--- src/rtl/ntb_pkg.sv ---
package ntb_pkg;

   // Field and register widths
   localparam int CENTER_BITS     = 12;
   localparam int DEPTH_BITS      = 16;
   localparam int OCX_BITS        = 22;
   localparam int FINV_BITS       = 24;
   localparam int MISS_BITS       = 8;
   localparam int SUM_BITS        = 20;
   localparam int CNT_BITS        = 4;
   localparam int RANK_BITS       = 11;
   localparam int TGT_COL_BITS    = 12;
   localparam int TGT_DEPTH_BITS  = 20;
   localparam int BEARING_BITS    = 16;
   localparam int CSR_INDEX_BITS  = 3;
   localparam int CSR_DATA_BITS   = 24;
   localparam int SAMPLE_COUNT    = 9;
   localparam int ATAN_TABLE_LEN  = 24;
   localparam int DIV_STEPS       = 24;

   // Parameter defaults
   localparam int COLUMN_BITS_DEFAULT     = 12;
   localparam int ATAN_ITERATIONS_DEFAULT = 16;

   // Register indexes
   localparam logic [CSR_INDEX_BITS-1:0] CSR_CENTER_COLUMN    = 3'd0;
   localparam logic [CSR_INDEX_BITS-1:0] CSR_VALID_DEPTH_MAX  = 3'd1;
   localparam logic [CSR_INDEX_BITS-1:0] CSR_TARGET_DEPTH_MAX = 3'd2;
   localparam logic [CSR_INDEX_BITS-1:0] CSR_OPTICAL_CENTER_X = 3'd3;
   localparam logic [CSR_INDEX_BITS-1:0] CSR_FOCAL_INVERSE    = 3'd4;
   localparam logic [CSR_INDEX_BITS-1:0] CSR_MISS_LIMIT       = 3'd5;

   // Register reset values
   localparam logic [CENTER_BITS-1:0] CENTER_COLUMN_RESET    = 12'd640;
   localparam logic [DEPTH_BITS-1:0]  VALID_DEPTH_MAX_RESET  = 16'd5200;
   localparam logic [DEPTH_BITS-1:0]  TARGET_DEPTH_MAX_RESET = 16'd3500;
   localparam logic [OCX_BITS-1:0]    OPTICAL_CENTER_X_RESET = 22'd654489;
   localparam logic [FINV_BITS-1:0]   FOCAL_INVERSE_RESET    = 24'd27698;
   localparam logic [MISS_BITS-1:0]   MISS_LIMIT_RESET       = 8'd20;

   // Selection and bearing limits
   localparam logic [RANK_BITS-1:0] NEAR_LIMIT  = 11'd2000;
   localparam int                   BEARING_MAX = 25736;

   // Arctangent table: floor(atan(2^-i) * 2^30)
   function automatic logic [29:0] ntb_atan(input logic [4:0] idx);
      logic [29:0] val;
      unique case (idx)
         5'd0:  val = 30'h3243F6A8;
         5'd1:  val = 30'h1DAC6705;
         5'd2:  val = 30'h0FADBAFC;
         5'd3:  val = 30'h07F56EA6;
         5'd4:  val = 30'h03FEAB76;
         5'd5:  val = 30'h01FFD55B;
         5'd6:  val = 30'h00FFFAAA;
         5'd7:  val = 30'h007FFF55;
         5'd8:  val = 30'h003FFFEA;
         5'd9:  val = 30'h001FFFFD;
         5'd10: val = 30'h000FFFFF;
         5'd11: val = 30'h0007FFFF;
         5'd12: val = 30'h0003FFFF;
         5'd13: val = 30'h0001FFFF;
         5'd14: val = 30'h0000FFFF;
         5'd15: val = 30'h00007FFF;
         5'd16: val = 30'h00003FFF;
         5'd17: val = 30'h00001FFF;
         5'd18: val = 30'h00000FFF;
         5'd19: val = 30'h000007FF;
         5'd20: val = 30'h000003FF;
         5'd21: val = 30'h000001FF;
         5'd22: val = 30'h000000FF;
         5'd23: val = 30'h0000007F;
         default: val = 30'h0;
      endcase
      return val;
   endfunction

endpackage

--- src/rtl/nearest_target_bearing_core.sv ---
// An item with a box runs 9 accumulate steps on one adder, then the keep test; an item without
// a box goes straight to the keep test. A frame-final item goes to the result if no target
// is found, else through a 24-step divider, 1 multiply and a CORDIC loop on one shift-add unit.
// One item at a time; a finished result waits in the output register while the next is taken.
// Synchronous active-high reset restores register defaults and clears frame and miss state.
module nearest_target_bearing_core
   import ntb_pkg::*;
#(
   parameter int COLUMN_BITS     = COLUMN_BITS_DEFAULT,
   parameter int ATAN_ITERATIONS = ATAN_ITERATIONS_DEFAULT
) (
   input  logic                      clock,
   input  logic                      reset,
   // configuration write channel
   input  logic                      csr_valid,
   output logic                      csr_ready,
   input  logic [CSR_INDEX_BITS-1:0] csr_index,
   input  logic [CSR_DATA_BITS-1:0]  csr_data,
   // input channel
   input  logic                      req_valid,
   output logic                      req_ready,
   input  logic                      req_has_box,
   input  logic                      req_last_in_frame,
   input  logic [COLUMN_BITS-1:0]    req_box_x,
   input  logic [DEPTH_BITS-1:0]     req_depth_up_left,
   input  logic [DEPTH_BITS-1:0]     req_depth_up_mid,
   input  logic [DEPTH_BITS-1:0]     req_depth_up_right,
   input  logic [DEPTH_BITS-1:0]     req_depth_mid_left,
   input  logic [DEPTH_BITS-1:0]     req_depth_mid_mid,
   input  logic [DEPTH_BITS-1:0]     req_depth_mid_right,
   input  logic [DEPTH_BITS-1:0]     req_depth_down_left,
   input  logic [DEPTH_BITS-1:0]     req_depth_down_mid,
   input  logic [DEPTH_BITS-1:0]     req_depth_down_right,
   // result channel
   output logic                      rsp_valid,
   input  logic                      rsp_ready,
   output logic                      rsp_target_found,
   output logic [TGT_COL_BITS-1:0]   rsp_target_column,
   output logic [TGT_DEPTH_BITS-1:0] rsp_target_depth,
   output logic signed [BEARING_BITS-1:0] rsp_bearing,
   output logic [MISS_BITS-1:0]      rsp_missed_frames,
   output logic                      rsp_target_lost
);

   // Derived widths
   localparam int DIST_BITS = (COLUMN_BITS > CENTER_BITS) ? COLUMN_BITS : CENTER_BITS;
   localparam int DW        = ((COLUMN_BITS + 10 > OCX_BITS) ? COLUMN_BITS + 10 : OCX_BITS) + 1;
   localparam int PW        = DW + FINV_BITS + 1;
   localparam int CW        = PW + 2;
   localparam int ZW        = 33;
   localparam int ITERS     = (ATAN_ITERATIONS < ATAN_TABLE_LEN) ? ATAN_ITERATIONS
                                                                   : ATAN_TABLE_LEN;

   // Sequencer states
   localparam logic [2:0] ST_IDLE = 3'd0;
   localparam logic [2:0] ST_ACC  = 3'd1;
   localparam logic [2:0] ST_KEEP = 3'd2;
   localparam logic [2:0] ST_DIV  = 3'd3;
   localparam logic [2:0] ST_MUL  = 3'd4;
   localparam logic [2:0] ST_CORD = 3'd5;
   localparam logic [2:0] ST_OUT  = 3'd6;

   logic [2:0] state_ff, state_in;
   logic [4:0] iter_ff, iter_in;

   // Configuration registers
   logic [CENTER_BITS-1:0] center_column_ff;
   logic [DEPTH_BITS-1:0]  valid_depth_max_ff;
   logic [DEPTH_BITS-1:0]  target_depth_max_ff;
   logic [OCX_BITS-1:0]    optical_center_x_ff;
   logic [FINV_BITS-1:0]   focal_inverse_ff;
   logic [MISS_BITS-1:0]   miss_limit_ff;

   // Captured item
   logic                   has_ff;
   logic                   last_ff;
   logic [COLUMN_BITS-1:0] bx_ff;
   logic [DEPTH_BITS-1:0]  samp_ff [SAMPLE_COUNT];

   // Item accumulation
   logic [SUM_BITS-1:0]    sum_ff;
   logic [CNT_BITS-1:0]    cnt_ff;

   // Frame tracking state
   logic [RANK_BITS-1:0]   best_distance_ff;
   logic [COLUMN_BITS-1:0] best_column_ff;
   logic [SUM_BITS-1:0]    best_depth_sum_ff;
   logic [CNT_BITS-1:0]    best_valid_count_ff;
   logic                   found_in_frame_ff;
   logic [MISS_BITS-1:0]   miss_counter_ff;

   // Divider and CORDIC working registers
   logic [DIV_STEPS-1:0]   quot_ff;
   logic [CNT_BITS-1:0]    rem_ff;
   logic signed [CW-1:0]   x_ff, y_ff;
   logic signed [ZW-1:0]   z_ff;

   // Output register
   logic                      rsp_valid_ff;
   logic                      rsp_found_ff;
   logic [TGT_COL_BITS-1:0]   rsp_column_ff;
   logic [TGT_DEPTH_BITS-1:0] rsp_depth_ff;
   logic [BEARING_BITS-1:0]   rsp_bearing_ff;
   logic [MISS_BITS-1:0]      rsp_missed_ff;
   logic                      rsp_lost_ff;

   logic req_xfer, csr_xfer, rsp_load, frame_hit;

   assign req_ready = (state_ff == ST_IDLE);
   assign csr_ready = 1'b1;
   assign req_xfer  = req_valid && req_ready;
   assign csr_xfer  = csr_valid && csr_ready;
   assign rsp_load  = (state_ff == ST_OUT) && (!rsp_valid_ff || rsp_ready);
   assign frame_hit = found_in_frame_ff && (best_valid_count_ff != '0);

   // Accumulate one sample per step
   logic [DEPTH_BITS-1:0] acc_samp;
   logic                  acc_ok;
   assign acc_samp = samp_ff[iter_ff[3:0]];
   assign acc_ok   = (acc_samp != '0) && (acc_samp <= valid_depth_max_ff);

   // Keep test and rank
   logic [SUM_BITS-1:0]  keep_limit;
   logic                 keep;
   logic [DIST_BITS-1:0] bx_ext, cc_ext, col_gap;
   logic [RANK_BITS-1:0] rank;
   logic                 better;
   assign keep_limit = SUM_BITS'(target_depth_max_ff) * SUM_BITS'(cnt_ff);
   assign keep       = has_ff && (cnt_ff != '0) && (sum_ff <= keep_limit);
   assign bx_ext     = DIST_BITS'(bx_ff);
   assign cc_ext     = DIST_BITS'(center_column_ff);
   assign col_gap    = (bx_ext >= cc_ext) ? (bx_ext - cc_ext) : (cc_ext - bx_ext);
   assign rank       = (col_gap < DIST_BITS'(NEAR_LIMIT)) ? RANK_BITS'(col_gap) : NEAR_LIMIT;
   assign better     = !found_in_frame_ff || (rank < best_distance_ff) ||
                       ((rank == best_distance_ff) && (bx_ff < best_column_ff));

   // Restoring divider step
   logic [CNT_BITS:0]      div_shift;
   logic                   div_take;
   logic [DIV_STEPS-1:0]   div_init;
   assign div_shift = {rem_ff, quot_ff[DIV_STEPS-1]};
   assign div_take  = (div_shift >= {1'b0, best_valid_count_ff});
   assign div_init  = {best_depth_sum_ff, 4'b0000} +
                      DIV_STEPS'(best_valid_count_ff >> 1);

   // Bearing numerator
   logic signed [DW-1:0] diff;
   logic signed [PW-1:0] prod;
   assign diff = $signed({1'b0, best_column_ff, 10'b0}) - $signed(DW'(optical_center_x_ff));
   assign prod = diff * $signed({1'b0, focal_inverse_ff});

   // CORDIC shift-add step
   logic signed [CW-1:0] xs, ys;
   logic signed [ZW-1:0] ang;
   assign xs  = x_ff >>> iter_ff;
   assign ys  = y_ff >>> iter_ff;
   assign ang = $signed(ZW'(ntb_atan(iter_ff)));

   // Round and clamp the angle
   logic signed [ZW-1:0]           z_rnd;
   logic signed [BEARING_BITS-1:0] bearing_val;
   assign z_rnd = (z_ff + $signed(ZW'(32768))) >>> 16;
   always_comb begin
      if (z_rnd > $signed(ZW'(BEARING_MAX))) begin
         bearing_val = BEARING_BITS'(BEARING_MAX);
      end else if (z_rnd < -$signed(ZW'(BEARING_MAX))) begin
         bearing_val = -BEARING_BITS'(BEARING_MAX);
      end else begin
         bearing_val = z_rnd[BEARING_BITS-1:0];
      end
   end

   // Miss count for a frame without target
   logic [MISS_BITS-1:0] miss_next;
   assign miss_next = (miss_counter_ff == '1) ? miss_counter_ff : miss_counter_ff + 1'b1;

   // Next state
   always_comb begin
      state_in = state_ff;
      iter_in  = iter_ff;
      unique case (state_ff)
         ST_IDLE: begin
            iter_in = '0;
            if (req_xfer) state_in = req_has_box ? ST_ACC : ST_KEEP;
         end
         ST_ACC: begin
            iter_in = iter_ff + 1'b1;
            if (iter_ff == 5'(SAMPLE_COUNT - 1)) state_in = ST_KEEP;
         end
         ST_KEEP: begin
            iter_in = '0;
            state_in = last_ff ? ST_DIV : ST_IDLE;
         end
         ST_DIV: begin
            iter_in = iter_ff + 1'b1;
            if (!frame_hit) begin
               state_in = ST_OUT;
            end else if (iter_ff == 5'(DIV_STEPS - 1)) begin
               state_in = ST_MUL;
            end
         end
         ST_MUL: begin
            iter_in  = '0;
            state_in = ST_CORD;
         end
         ST_CORD: begin
            iter_in = iter_ff + 1'b1;
            if (iter_ff == 5'(ITERS - 1)) state_in = ST_OUT;
         end
         ST_OUT: begin
            if (rsp_load) state_in = ST_IDLE;
         end
         default: state_in = ST_IDLE;
      endcase
   end

   // Control, configuration and tracking state
   always_ff @(posedge clock) begin
      if (reset) begin
         state_ff            <= ST_IDLE;
         iter_ff             <= '0;
         center_column_ff    <= CENTER_COLUMN_RESET;
         valid_depth_max_ff  <= VALID_DEPTH_MAX_RESET;
         target_depth_max_ff <= TARGET_DEPTH_MAX_RESET;
         optical_center_x_ff <= OPTICAL_CENTER_X_RESET;
         focal_inverse_ff    <= FOCAL_INVERSE_RESET;
         miss_limit_ff       <= MISS_LIMIT_RESET;
         best_distance_ff    <= NEAR_LIMIT;
         best_column_ff      <= '0;
         best_depth_sum_ff   <= '0;
         best_valid_count_ff <= '0;
         found_in_frame_ff   <= 1'b0;
         miss_counter_ff     <= '0;
         rsp_valid_ff        <= 1'b0;
      end else begin
         state_ff <= state_in;
         iter_ff  <= iter_in;
         // write configuration
         if (csr_xfer) begin
            unique case (csr_index)
               CSR_CENTER_COLUMN:    center_column_ff    <= csr_data[CENTER_BITS-1:0];
               CSR_VALID_DEPTH_MAX:  valid_depth_max_ff  <= csr_data[DEPTH_BITS-1:0];
               CSR_TARGET_DEPTH_MAX: target_depth_max_ff <= csr_data[DEPTH_BITS-1:0];
               CSR_OPTICAL_CENTER_X: optical_center_x_ff <= csr_data[OCX_BITS-1:0];
               CSR_FOCAL_INVERSE:    focal_inverse_ff    <= csr_data[FINV_BITS-1:0];
               CSR_MISS_LIMIT:       miss_limit_ff       <= csr_data[MISS_BITS-1:0];
               default: ;
            endcase
         end
         // track the nearest kept box
         if ((state_ff == ST_KEEP) && keep && better) begin
            best_distance_ff    <= rank;
            best_column_ff      <= bx_ff;
            best_depth_sum_ff   <= sum_ff;
            best_valid_count_ff <= cnt_ff;
            found_in_frame_ff   <= 1'b1;
         end
         // close the frame
         if (rsp_load) begin
            best_distance_ff    <= NEAR_LIMIT;
            best_column_ff      <= '0;
            best_depth_sum_ff   <= '0;
            best_valid_count_ff <= '0;
            found_in_frame_ff   <= 1'b0;
            miss_counter_ff     <= frame_hit ? '0 : miss_next;
         end
         // hold the result until transfer
         if (rsp_load) begin
            rsp_valid_ff <= 1'b1;
         end else if (rsp_ready) begin
            rsp_valid_ff <= 1'b0;
         end
      end
   end

   // Datapath registers
   always_ff @(posedge clock) begin
      if (req_xfer) begin
         has_ff     <= req_has_box;
         last_ff    <= req_last_in_frame;
         bx_ff      <= req_box_x;
         samp_ff[0] <= req_depth_up_left;
         samp_ff[1] <= req_depth_up_mid;
         samp_ff[2] <= req_depth_up_right;
         samp_ff[3] <= req_depth_mid_left;
         samp_ff[4] <= req_depth_mid_mid;
         samp_ff[5] <= req_depth_mid_right;
         samp_ff[6] <= req_depth_down_left;
         samp_ff[7] <= req_depth_down_mid;
         samp_ff[8] <= req_depth_down_right;
         sum_ff     <= '0;
         cnt_ff     <= '0;
      end
      // add valid sample
      if ((state_ff == ST_ACC) && acc_ok) begin
         sum_ff <= sum_ff + SUM_BITS'(acc_samp);
         cnt_ff <= cnt_ff + 1'b1;
      end
      // clear the divider
      if (state_ff == ST_KEEP) begin
         quot_ff <= '0;
         rem_ff  <= '0;
      end
      // divide one bit per step
      if (state_ff == ST_DIV) begin
         if (iter_ff == '0) begin
            quot_ff <= {div_init[DIV_STEPS-2:0],
                        div_init[DIV_STEPS-1] && (best_valid_count_ff == 4'd1)};
            rem_ff  <= (div_init[DIV_STEPS-1] && (best_valid_count_ff == 4'd1)) ? 4'd0
                       : CNT_BITS'(div_init[DIV_STEPS-1]);
         end else begin
            quot_ff <= {quot_ff[DIV_STEPS-2:0], div_take};
            rem_ff  <= div_take ? CNT_BITS'(div_shift - {1'b0, best_valid_count_ff})
                                : CNT_BITS'(div_shift);
         end
      end
      // seed the CORDIC
      if (state_ff == ST_MUL) begin
         x_ff <= $signed({{(CW - 35){1'b0}}, 1'b1, 34'b0});
         y_ff <= CW'(prod);
         z_ff <= '0;
      end
      // rotate toward the axis
      if (state_ff == ST_CORD) begin
         if (!y_ff[CW-1]) begin
            x_ff <= x_ff + ys;
            y_ff <= y_ff - xs;
            z_ff <= z_ff + ang;
         end else begin
            x_ff <= x_ff - ys;
            y_ff <= y_ff + xs;
            z_ff <= z_ff - ang;
         end
      end
      // load the result
      if (rsp_load) begin
         rsp_found_ff   <= frame_hit;
         rsp_column_ff  <= frame_hit ? TGT_COL_BITS'(best_column_ff) : '0;
         rsp_depth_ff   <= frame_hit ? quot_ff[TGT_DEPTH_BITS-1:0] : '0;
         rsp_bearing_ff <= frame_hit ? bearing_val : '0;
         rsp_missed_ff  <= frame_hit ? '0 : miss_next;
         rsp_lost_ff    <= frame_hit ? 1'b0 : (miss_next >= miss_limit_ff);
      end
   end

   assign rsp_valid         = rsp_valid_ff;
   assign rsp_target_found  = rsp_found_ff;
   assign rsp_target_column = rsp_column_ff;
   assign rsp_target_depth  = rsp_depth_ff;
   assign rsp_bearing       = rsp_bearing_ff;
   assign rsp_missed_frames = rsp_missed_ff;
   assign rsp_target_lost   = rsp_lost_ff;

   // Checks
   a_miss_fields_zero: assert property (@(posedge clock) disable iff (reset)
      rsp_valid_ff && !rsp_found_ff |->
         (rsp_column_ff == '0) && (rsp_depth_ff == '0) && (rsp_bearing_ff == '0))
      else $error("miss result carries nonzero target fields");

   a_hit_no_miss: assert property (@(posedge clock) disable iff (reset)
      rsp_valid_ff && rsp_found_ff |-> (rsp_missed_ff == '0) && !rsp_lost_ff)
      else $error("hit result reports missed frames");

   a_bearing_range: assert property (@(posedge clock) disable iff (reset)
      rsp_valid_ff |-> ($signed(rsp_bearing_ff) <= $signed(16'sd25736)) &&
                       ($signed(rsp_bearing_ff) >= -$signed(16'sd25736)))
      else $error("bearing outside clamp range");

   a_frame_cleared: assert property (@(posedge clock) disable iff (reset)
      rsp_load |=> !found_in_frame_ff && (best_distance_ff == NEAR_LIMIT))
      else $error("frame state not cleared after result");

   a_count_bound: assert property (@(posedge clock) disable iff (reset)
      best_valid_count_ff <= 4'd9)
      else $error("tracked valid count exceeds window size");

endmodule

--- config.mk ---
export PLATFORM = sky130hd
export DESIGN_NAME = nearest_target_bearing_core
export DESIGN_NICKNAME = d
export VERILOG_FILES = /design/src/rtl/ntb_pkg.sv /design/src/rtl/nearest_target_bearing_core.sv
export SDC_FILE = /design/constraint.sdc
export NUM_CORES = 2
export LEC_CHECK = 0
export BUFFER_PORTS_ARGS = -buffer_cell sky130_fd_sc_hd__buf_2
export CAP_MARGIN = 25
export CORE_AREA = 4 4 299 447
export CTS_BUF_LIST = sky130_fd_sc_hd__clkbuf_4 sky130_fd_sc_hd__clkbuf_8 sky130_fd_sc_hd__clkbuf_16
export CTS_CLUSTER_DIAMETER = 200
export DETAILED_ROUTE_END_ITERATION = 10
export DIE_AREA = 0 0 303 451
export PLACE_DENSITY = 0.66
export SETUP_SLACK_MARGIN = 0.2
export SYNTH_ARGS = -nofsm -noshare
export SYNTH_HDL_FRONTEND = slang
export SYNTH_SLANG_ARGS = --single-unit
--- constraint.sdc ---
create_clock -name clock -period 10.93 [get_ports clock]
set_input_delay 0.5465 -clock clock [delete_from_list [all_inputs] [get_ports clock]]
set_output_delay 0.5465 -clock clock [all_outputs]
set_load 0.03 [all_outputs]
== Word level (Yosys, flattened, before mapping) ==
Memory sizes are Yosys's and may differ from the RTL's. A register that Yosys moved wholly into a read port is not among the register bits.
Index checks and enable logic that the tools add are counted.

* Memories kept: 2
* Bits in read-only memories: 960
* RAM bits: 144
* Logic and storage cells: 172
* Latch bits: 0
* Flip-flop bits (word level): 420

* Reductions and logical operators: 39
* Divide/modulo/power cells: 0
* Shifts and indexed selects: 2
* Add/sub/neg operators: 16
* Magnitude comparators: 10
* Equal/unequal tests: 22
* Multipliers: 2
* Bitwise logic cells: 1
* Mux-type cells: 45

{| class="wikitable"
|+ Memories
! memory !! words !! width !! read ports !! clocked after memory_dff !! write ports !! line !! text
|-
| (name not given) || 32 || 30 || 1 || 1 || 0 || ntb_pkg.sv:48 || <nowiki>unique case (idx)</nowiki>
|-
| samp_ff || 9 || 16 || 1 || 1 || 9 || nearest_target_bearing_core.sv:78 || <nowiki>logic [DEPTH_BITS-1:0] samp_ff [SAMPLE_COUNT];</nowiki>
|}

{| class="wikitable"
|+ Operator list
! kind !! number
|-
| 50-bit 2-to-1 mux || 6
|-
| 50-bit adder || 2
|-
| 50-bit by 5-bit >>> shifter with 50-bit output || 2
|-
| 50-bit subtractor || 2
|-
| 33-bit 2-to-1 mux || 3
|-
| 24-bit 2-to-1 mux || 3
|-
| 23-bit by 25-bit multiplier with 48-bit output || 1
|-
| 20-bit 2-to-1 mux || 2
|-
| 33-bit by 17-bit adder with 33-bit output, second input constant || 1
|-
| 33-bit by 31-bit adder with 33-bit output || 1
|-
| 33-bit by 31-bit subtractor with 33-bit output || 1
|-
| 4-bit 2-to-1 mux || 8
|-
| 24-bit by 3-bit adder with 24-bit output || 1
|-
| 12-bit subtractor || 2
|-
| 22-bit by 22-bit subtractor with 23-bit output || 1
|-
| 3-bit one-hot mux with 7 select lines || 1
|-
| 20-bit by 16-bit adder with 20-bit output || 1
|-
| 20-bit <= comparator || 1
|-
| 16-bit by 4-bit multiplier with 20-bit output || 1
|-
| 3-bit 2-to-1 mux || 6
|-
| 17-bit by 16-bit greater-than comparator with 1-bit output, second input constant || 1
|-
| 17-bit by 16-bit < comparator with 1-bit output, second input constant || 1
|-
| 16-bit <= comparator || 1
|-
| 16-bit 2-to-1 mux || 1
|-
| 42 further kinds || 87
|}

== Logic depth before layout (Yosys ltp) ==
* Word-level depth: 8
* Depth in mapped cells: 39

== Worst setup path after synthesis ==
OpenSTA, ideal clock, no wires.

* Kind: reg2reg
* Start point: reg optical_center_x_ff[2]
* End point: reg y_ff[47], data pin
* Cell stages (with the launch flop): 35
* Buffers on the path: 1
* Path slack: 1.465 ns
* Setup time: 0.271 ns
* Data required time: 10.659 ns
* Arrival: 9.194 ns
* Cells stage by stage: dfxtp_1 > nor3_1 > and3_1 > a41oi_1 > o21bai_1 > a21oi_1 > o21bai_1 > a21oi_1 > o21a_1 > or4b_2 > nand4_1 > clkbuf_1 > nand2_1 > fa_1 > fa_1 > inv_1 > fa_1 > fa_1 > fa_1 > fa_1 > inv_1 > fa_1 > inv_1 > ha_1 > a21oi_1 > o21ai_0 > a221o_1 > a21oi_1 > o31ai_1 > a211oi_1 > o21ai_0 > a41oi_1 > o21ai_0 > xor2_1 > o211ai_1

* Longest elaborated chain between the ends: 4

{| class="wikitable"
|+ RTL lines
! element !! line !! text
|-
| start, declared || nearest_target_bearing_core.sv:70 || <nowiki>logic [OCX_BITS-1:0] optical_center_x_ff;</nowiki>
|-
| start signal, assigned || nearest_target_bearing_core.sv:244 || <nowiki>CSR_OPTICAL_CENTER_X: optical_center_x_ff <= csr_data[OCX_BITS-1:0];</nowiki>
|-
| 22-bit by 22-bit subtractor with 23-bit output || nearest_target_bearing_core.sv:149 || <nowiki>assign diff = $signed({1'b0, best_column_ff, 10'b0}) - $signed(DW'(optical_center_x_ff));</nowiki>
|-
| 23-bit by 25-bit multiplier with 48-bit output || nearest_target_bearing_core.sv:150 || <nowiki>assign prod = diff * $signed({1'b0, focal_inverse_ff});</nowiki>
|-
| 50-bit 2-to-1 mux || nearest_target_bearing_core.sv:318 || <nowiki>if (state_ff == ST_MUL) begin</nowiki>
|-
| 50-bit 2-to-1 mux || nearest_target_bearing_core.sv:324 || <nowiki>if (state_ff == ST_CORD) begin</nowiki>
|-
| end signal, assigned || nearest_target_bearing_core.sv:320 || <nowiki>y_ff <= CW'(prod);</nowiki>
|-
| end signal, assigned || nearest_target_bearing_core.sv:327 || <nowiki>y_ff <= y_ff - xs;</nowiki>
|-
| end signal, assigned || nearest_target_bearing_core.sv:331 || <nowiki>y_ff <= y_ff + xs;</nowiki>
|-
| end, declared || nearest_target_bearing_core.sv:95 || <nowiki>logic signed [CW-1:0] x_ff, y_ff;</nowiki>
|}

No other way between the ends. The select of a mux whose other input is x is not followed.
A chain may end at the register's enable or synchronous reset.

== Worst setup path in the final report ==
* Start point: reg optical_center_x_ff[6]
* End point: reg y_ff[48], data pin

Same word-level chain as after synthesis.

==> flow_summary.toml <==
[synth]
synth_area_um2 = 64400
synth.most_common_cell = "nand2_1"
yosysTopAreaCellShare_pct = 18.7
synthDistinctLibCells = 114
yosysWarningCount = 0
synthCells = 6940
avgSynthCellArea_um2 = 9.28
yosysSeqAreaShare_pct = 24.8
async_reset_ff_share_pct = 0
synth_edf_count = 401
synth-main-ff-cell = "edfxtp_1"
postSynthNetCount = 8120
synthTopCellsByArea = "edfxtp_1, fa_1, ha_1, dfxtp_1, nand2_1"
synth-seq-cells = 598
synth.largest_area_cell = "edfxtp_1"
synth_common_cells = "nand2_1, inv_1, fa_1"

[clock_network]
clk_pin_slew_ns = 0.06
h-tree-depth = 3
cts_tree = "built"
cts_root_buf = "clkbuf_16"
clock_path_buffers = 3
cts_buffers = 67
insertion_delay_ns = 0.67
clkSinkCount = 598

[timing]
hold_viol = 0
slew_headroom_pct = 23.7
finalWorstSetupSlack_ns = 0.689
fin_setup_tns_ns = 0
worstMarginPinSlew_ns = 1.14
holdWs_ns = 0.0533
finalCritPeriodShare_pct = 93.7
final_max_slew_viol_count = 0
clock_skew_ns = 0.0341
period_needed_ns = 10.24
setup_viol = 0
max_freq_mhz = 97.7
rsz0062_at_grt = "no"

[setup_path]
cp_slowest_cell = "or4b_2"
cp_max_fo = 23
arrival_ns = 10.62
cp_common_cell = "fa_1"
cp-start-kind = "flop"
setup.worst_path.start = "optical_center_x_ff[6]"
required_ns = 11.31
crit_type = "reg2reg"
cp-end-kind = "flop"
cpPeakStageDelay_ns = 0.64
r2r_start = "optical_center_x_ff[6]"

[power_and_ir_drop]
power_frac_clock_pct = 16.9
max-vdd-ir-drop_uv = 335
p_leak_nw = 30.1
p_int_mw = 7.89
switchingPower_mw = 6.26
comb_power_share_pct = 60.9
switching_share_pct = 44.2
totalPowerFinal_mw = 14.1
power.density_nw_per_um2 = 203
power_frac_seq_pct = 22.2

[drt]
met1Wirelength_um = 73300
drt_first_iter_violations = 3766
routed-wl-met3_um = 11100
drtAntennaViolNets = 0
drc_errors = 0
highest_layer = "met5"
wl_per_cell_um = 22.2
finalWirelength_um = 196000
drt_pre_antenna_iters = 6
wl_met2_um = 98900
vias_per_cell = 5.92
vias = 52200

[run]
maxCapViolCount = 0

[hold_path]
holdCritPathClass = "in2reg"
hp-start = "req_depth_up_left[14]"

[die]
dieWidth_um = 303
io_pins = 251
fp.dieH_um = 451
die_area_um2 = 137000
core_area_um2 = 130000
num_rows = 162
initial_core_util_pct = 49.6

[placed_design]
pre_cts_ws_ns = 0.203
dpl_cell_area_um2 = 67400
gp_congestion = 1.01
port_buffers = 249
dpl.hpwl_um = 152000
dp.cells = 8673

[global_route]
first_global_vias = 53300
track_usage_pct = 28.6
grt_overflow = 0
grt_antenna_before_repair = 17
grt_pass1_wl_um = 305000
grt_start_max_net_pins = 142

[layout]
layout.nets = 8208
area_growth_pct = 8.37
final_util_pct = 53.7
finalNonFillerCells = 8813
fillers = 11900
design_area_um2 = 69800
drive_gt1_share_pct = 11.6

[outcome]
outcome = "completed"
repair_timing:
action | CTS | global route
hold buffers | 0 | 0
gates cloned | 0 | 0
resized for setup | 1 | 3
setup buffers | 0 | 2
setup endpoints to repair | 3 | 8
pin swaps | 0 | 1
layout make-up:
class | instances | area, µm² | area share, %
repair buffers | 372 | 2360 | 3.38
clock inverters | 42 | 489 | 0.701
well taps | 1722 | 2150 | 3.09
flip-flops and latches | 598 | 16000 | 22.9
multi-input cells | 5213 | 44100 | 63.1
diodes | 9 | 22.5 | 0.0323
clock buffers | 81 | 1790 | 2.57
inverters | 776 | 2910 | 4.17
cell usage in the layout (no fill, tap or decap), drive strengths merged, types with 45 or more instances in the layout:
master / instances
nor3: 92
ha: 493
nand2b: 46
inv: 781
edfxtp: 401
nand4: 45
buf: 371
nor2b: 49
and2: 240
mux2: 52
nand2: 1003
xor2: 138
clkbuf: 81
dfxtp: 197
o21ai: 225
a21o: 129
fa: 497
a21oi: 438
mux2i: 193
mux4: 166
xnor2: 202
nor2: 428
o21a: 47
nand3: 89
a31oi: 65
final timing paths:
check / to / slack (ns) / cells past startpoint
setup / recovery: y_ff[48] / 0.69 / 32
hold / removal: samp_ff[0][14] / 0.05 / 1
setup reg to reg: y_ff[48] / 0.69 / 32
hold reg to reg: miss_limit_ff[3] / 0.46 / 2
kinds of logic after synthesis:
kind of cell / after synthesis / synth area share, %
xor gates and xnor gates: 340 / 4.62
buffers and inverters: 1129 / 7.11
adders and majority gates: 992 / 25.1
AOI/OAI and AO/OA: 1258 / 12.5
and+or+nand+nor: 2211 / 16.1
muxes: 411 / 9.81
DFF: 598 / 24.8
other: 1 / 0.00582
per-layer routing:
metal  up-vias  track usage, %
met2      1807            50.6
li1      24100               -
met4        10            15.2
met5         -               0
met1     25800            33.1
met3       570            4.52
critical path: cells and delay by family (launching register included):
family / cells / cell delay (ns)
adder cells (fa/ha/maj): 8 / 3.99
AO/OA/AOI/OAI: 15 / 3.12
AND/OR/NAND/NOR: 4 / 1.56
buffers and inverters: 4 / 0.54
flip-flops: 1 / 0.38
XOR/XNOR: 1 / 0.34
flip-flops by register name, summed over array words and instances, names as in the netlist, 11 cells and up, named ones only:
register	count
samp_ff	144
x_ff	50
y_ff	50
z_ff	33
ang	30
focal_inverse_ff	24
quot_ff	24
optical_center_x_ff	22
best_depth_sum_ff	20
rsp_target_depth	20
sum_ff	20
rsp_bearing	16
target_depth_max_ff	16
valid_depth_max_ff	16
best_column_ff	12
bx_ext	12
cc_ext	12
rsp_target_column	12
best_distance_ff	11
power groups by stage:
stage | Clock, mW | Sequential, mW | Combinational [mW]
after CTS | 2.44 | 3.14 | 8.58
after global routing | 2.53 | 3.16 | 9.74
after floorplan | 0 | 3.08 | 6.51
after global placement | 0 | 3.18 | 8.40
final | 2.39 | 3.14 | 8.61
after detailed placement | 0 | 3.19 | 8.51
(Power assumes the default switching activity.)
